**src/rtl/squared_gaussian_illumination_defines.svh**
```systemverilog
// Assertion macros shared by the illumination block.
`ifndef SQUARED_GAUSSIAN_ILLUMINATION_DEFINES_SVH
`define SQUARED_GAUSSIAN_ILLUMINATION_DEFINES_SVH
`ifndef NO_ASSERTIONS
// Same-cycle implication.
`define SGI_ASSERT_IMPLY(name, clk, rst, pre, post) \
   name: assert property (@(posedge clk) disable iff (rst) (pre) |-> (post)) \
      else $error("illumination check failed");
// Next-cycle implication.
`define SGI_ASSERT_NEXT(name, clk, rst, pre, post) \
   name: assert property (@(posedge clk) disable iff (rst) (pre) |=> (post)) \
      else $error("illumination check failed");
`else
`define SGI_ASSERT_IMPLY(name, clk, rst, pre, post)
`define SGI_ASSERT_NEXT(name, clk, rst, pre, post)
`endif
`endif

```
**src/rtl/sgi_pkg.sv**
```systemverilog
`default_nettype none
package sgi_pkg;

   // Control that travels with each item down the pipeline
   typedef struct packed {
      logic       valid;
      logic       zero;
      logic [5:0] n;
   } sgi_ctrl_type;

   // Register indexes of the configuration port
   typedef enum logic [1:0] {
      REG_AMPLITUDE  = 2'd0,
      REG_INV_WIDTH2 = 2'd1,
      REG_CENTER_X   = 2'd2,
      REG_CENTER_Y   = 2'd3
   } sgi_reg_type;

   localparam logic signed [31:0] AMPLITUDE_RESET  = 32'sd65536;
   localparam logic [31:0]        INV_WIDTH2_RESET = 32'd55461871;
   localparam logic [23:0]        CENTER_RESET     = 24'd0;

   localparam logic [60:0] ONE_Q60   = 61'h1000000000000000;
   localparam logic [55:0] LN2_Q56   = 56'hB17217F7D1CF7A;
   // log2(e) in Q.32, rounded down far enough that the quotient estimate never overshoots
   localparam logic [32:0] LOG2E_Q32 = 33'd6196328000;
   localparam logic [49:0] X_LIMIT   = 50'd1073741824;
   localparam logic [6:0]  N_LIMIT   = 7'd61;
   localparam int          TAYLOR_TERMS = 20;

endpackage
`default_nettype wire

```
**src/rtl/sgi_root.sv**
```systemverilog
`default_nettype none
module sgi_root import sgi_pkg::*; (
   input  logic         clock,
   input  logic         reset,
   input  logic         advance,
   input  sgi_ctrl_type ctrl_in,
   input  logic [60:0]  h_in,
   output sgi_ctrl_type ctrl_out,
   output logic [30:0]  root_out
);

   localparam int STEPS = 32;

   logic [63:0]  v_ff   [STEPS];
   logic [63:0]  res_ff [STEPS];
   sgi_ctrl_type c_ff   [STEPS];
   logic [63:0]  v_src  [STEPS];
   logic [63:0]  res_src[STEPS];
   sgi_ctrl_type c_src  [STEPS];

   assign v_src[0]   = 64'(h_in);
   assign res_src[0] = '0;
   assign c_src[0]   = ctrl_in;

   // One restoring square-root step per stage
   generate
      for (genvar k = 0; k < STEPS; k++) begin : g_step
         localparam logic [63:0] BIT = 64'd1 << (62 - 2 * k);
         logic [63:0] trial;
         logic [63:0] v_in;
         logic [63:0] res_in;

         if (k > 0) begin : g_link
            assign v_src[k]   = v_ff[k-1];
            assign res_src[k] = res_ff[k-1];
            assign c_src[k]   = c_ff[k-1];
         end

         assign trial = res_src[k] + BIT;

         always_comb begin
            if (v_src[k] >= trial) begin
               v_in   = v_src[k] - trial;
               res_in = (res_src[k] >> 1) + BIT;
            end else begin
               v_in   = v_src[k];
               res_in = res_src[k] >> 1;
            end
         end

         always_ff @(posedge clock) begin
            if (reset) begin
               c_ff[k] <= '0;
            end else if (advance) begin
               c_ff[k] <= c_src[k];
            end
         end

         always_ff @(posedge clock) begin
            if (advance) begin
               v_ff[k]   <= v_in;
               res_ff[k] <= res_in;
            end
         end
      end
   endgenerate

   assign ctrl_out = c_ff[STEPS-1];
   assign root_out = res_ff[STEPS-1][30:0];

endmodule
`default_nettype wire

```
**config.mk**
```make
export PLATFORM = sky130hd
export DESIGN_NAME = sgi_root
export DESIGN_NICKNAME = d
export VERILOG_FILES = /design/src/rtl/squared_gaussian_illumination_defines.svh /design/src/rtl/sgi_pkg.sv /design/src/rtl/sgi_root.sv
export SDC_FILE = /design/constraint.sdc
export NUM_CORES = 2
export LEC_CHECK = 0
export ABC_AREA = 0
export BUFFER_PORTS_ARGS = -buffer_cell sky130_fd_sc_hd__buf_4
export CORE_MARGIN = 5
export CORE_UTILIZATION = 57
export DETAILED_ROUTE_END_ITERATION = 12
export PLACE_DENSITY_LB_ADDON = 0.05
export SYNTH_ARGS = -nofsm -noshare
export SYNTH_HDL_FRONTEND = slang
export SYNTH_MEMORY_MAX_BITS = 65536
export SYNTH_SLANG_ARGS = --single-unit
```
**constraint.sdc**
```tcl
create_clock -name clock -period 5.2 [get_ports clock]
set_clock_uncertainty 0.1 [all_clocks]
set_input_delay 1.56 -clock clock [delete_from_list [all_inputs] [get_ports clock]]
set_output_delay 1.56 -clock clock [all_outputs]
set_load 0.02 [all_outputs]
```
==> results.txt <==
FFs w/ async S/R, synth = 0%
number of antenna violations at the first check in global routing = 15
first-pass GRT wire length = 423000 um
relative slew slack = 21.8%
Top Ports = 111
core area = 0.220 mm^2
Final setup viols = 0
TritonRoute pass-1 iters = 6
Crit Path Category = reg -> reg
DIE AREA = 0.230 mm^2
clock slew at reported path FFs = 0.06 ns
largest net degree at the start of global routing = 202
RePlAce Congestion = 0.895
commonest non-fill, non-tap cell in the layout = edfxtp_1
worst hold-check path type = reg -> reg
Synth warnings = 0
post-synth top area share = 65.3%
commonest non-fill, non-tap cells in the layout = edfxtp_1, inv_1, nand2_1, nor2_1, a21oi_1
worst hold slack = 0.306 ns
Nets = 10.5k
area leader, netlist = edfxtp_1
CTS tree = built
Mean Syn Cell Area = 13.1 um^2
most area-consuming cells after synthesis = edfxtp_1, ha_1, xnor2_1, xor2_1, a21oi_1
Critical Path AT = 5.44 ns
synthesized area = 0.126 mm^2
WHS Path Cells = 0
minimum clock period = 4.90 ns
final instance area = 0.140 mm^2
status = finished, final reports clean
H-tree depth = 5
later-pin clock latency in the skew report = 0.91 ns
PortBufs = 110
period utilisation layout = 94.3%
Initial Utilization = 57.2%
Post-synth EDFFs = 2731
CTS Sinks = 2731
root buffer cell = clkbuf_16
library cells used by synthesis = 86
final core occ = 63.8%
register area = 0.0820 mm^2
fmax = 204 MHz
# hold bufs at CTS = 0
post-cts gate resize count = 0
max_cap viols = 0
Final Max Tran Viols = 0
total negative slack = 0 ns
r2r worst-path depth = 12
1st-iter DRT viols = 7390
CP Data Required Time = 5.74 ns
num rows = 172
vias in the first global route = 73.7k
post-CTS setup buffers = 0
vias per inst = 5.84
Crit-path slowest cell = or4_1
Tot GR Track Use = 23.5%
CTS Buf Count = 305
area of the multi-input gates = 0.0404 mm^2
final wirelength = 273000 um
Avg WL per Cell = 21.0 um
fillcell total = 16.3k
RSZ-0062 raised after global routing = no
sequential cell area fraction in the yosys report = 65.3%
synthesized flop and latch total = 2731
remaining antenna violation count = 0
dpl ws = 0.460 ns
DRC viols = 0
leak pwr = 53.0 nW
ys flop type = edfxtp_1
Worst Tran Pin Value = 1.16 ns
peak supply drop = 0.495 mV
layout cells sized above 1 = 7.74%
Worst Setup End Kind = flop
most frequent cell on the critical path = a221o_1
final hold vios = 0
Final HPWL DP = 198000 um
Die W = 479 um
DIE HEIGHT = 479 um
worst path cell trace = ha_1 > or3_1 > o22a_1 > a221o_1 > a221o_1 > a21oi_2 > o21ai_0 > a221oi_1 > o21ai_1 > or4_1 > nor4_1 > xor2_1
Power Density = 435 mW/mm^2
CP peak stage delay = 0.67 ns
final worst slack = 0.299 ns
Max FO, Critical Path = 9
CTS max path bufs = 4
placed cell area = 0.130 mm^2
Mapped Cells = 9615
Setup crit start kind = flop
DR vias = 76.1k
Layout Area Growth over Synthesis = 11.5%
remaining global-route overflow = 0
[cell families after synthesis]
group	count (synthesis)	synth area share, %
AOI/OAI and AO/OA	1610	7.88
and+or+nand+nor	2919	12.1
buffers and inverters	860	2.60
other	1	0.00299
DFF	2731	65.3
adders and majority gates	523	5.21
xor gates and xnor gates	874	6.10
muxes	97	0.860
[report_power, final]
part / total, mW / internal [mW] / switching [mW] / leakage (nW)
Sequential: 29.3 / 27.5 / 1.86 / 26.6
Clock: 20.9 / 12.5 / 8.37 / 4.72
Combinational: 10.6 / 4.39 / 6.25 / 21.6
Total: 60.9 / 44.4 / 16.5 / 53.0
[state kept, by name, summed over array words and instances (netlist names)]
name	count
c_ff	256
v_ff	1979
res_ff	496
[final timing paths]
check                                      startpoint                endpoint  slack [ns]
worst max-delay path            v_ff[29][5]$_DFFE_PP_  v_ff[30][59]$_DFFE_PP_        0.30
worst min-delay path            v_ff[0][13]$_DFFE_PP_   v_ff[1][13]$_DFFE_PP_        0.31
worst max register to register  v_ff[29][5]$_DFFE_PP_  v_ff[30][59]$_DFFE_PP_        0.30
worst min register to register  v_ff[0][13]$_DFFE_PP_   v_ff[1][13]$_DFFE_PP_        0.31
[cell usage after synthesis (18+ instances only)]
| master | number |
|---|---|
| nand2_1 | 616 |
| buf_1 | 18 |
| a31oi_1 | 31 |
| or3_1 | 84 |
| o21bai_1 | 48 |
| nand2b_1 | 116 |
| o211ai_1 | 24 |
| o31ai_1 | 41 |
| xnor2_1 | 493 |
| nand3_1 | 154 |
| or2_2 | 31 |
| nor2_1 | 606 |
| nand4_1 | 137 |
| edfxtp_1 | 2731 |
| nand3b_1 | 33 |
| nor4_1 | 296 |
| or4_1 | 59 |
| nor3_1 | 253 |
| and3_1 | 36 |
| nand4b_1 | 22 |
| and2_1 | 285 |
| mux2_2 | 84 |
| a21o_1 | 224 |
| nor2b_1 | 89 |
| inv_1 | 663 |
| ha_1 | 523 |
| o21a_1 | 84 |
| o21ai_0 | 414 |
| a211oi_1 | 37 |
| a21oi_1 | 537 |
| xor2_1 | 381 |
| clkbuf_1 | 167 |
| nor4b_1 | 40 |
[metrics by stage]
| step | power (mW) | std cells |
|---|---|---|
| final | 60.9 | 13000 |
| after global routing | 63.7 | 13000 |
| after CTS | 61.3 | 13000 |
| after detailed placement | 40.2 | 12500 |
| after global placement | 39.9 | 12500 |
| after floorplan | 36.6 | 9616 |
[layout make-up]
| class | count | share of cell area, % |
|---|---|---|
| Multi-Input combinational cell | 6025 | 28.9 |
| Antenna cell | 6 | 0.0107 |
| Inverter | 663 | 1.78 |
| Tap cell | 2871 | 2.57 |
| Sequential cell | 2731 | 58.6 |
| Timing Repair Buffer | 198 | 1.27 |
| Clock inverter | 172 | 1.21 |
| Clock buffer | 358 | 5.70 |
[critical path: cells and delay by family, from the launching register on]
family	cells	cell delay [ns]
compound gates	7	2.42
xor+xnor	1	0.11
simple gates	3	1.35
flops	1	0.40
fa+ha+maj	1	0.25
[per-layer routing]
| metal | share of wire, % | GRT usage [%] | vias up |
|---|---|---|---|
| met4 | 2.7 | 6.49 | 2 |
| met5 | 0.0048 | 0 | - |
| met3 | 6.2 | 3.84 | 468 |
| li1 | - | - | 36300 |
| met1 | 45 | 33.5 | 37100 |
| met2 | 47 | 37.8 | 2242 |
No activity file was read; power rests on OpenSTA's default activity.
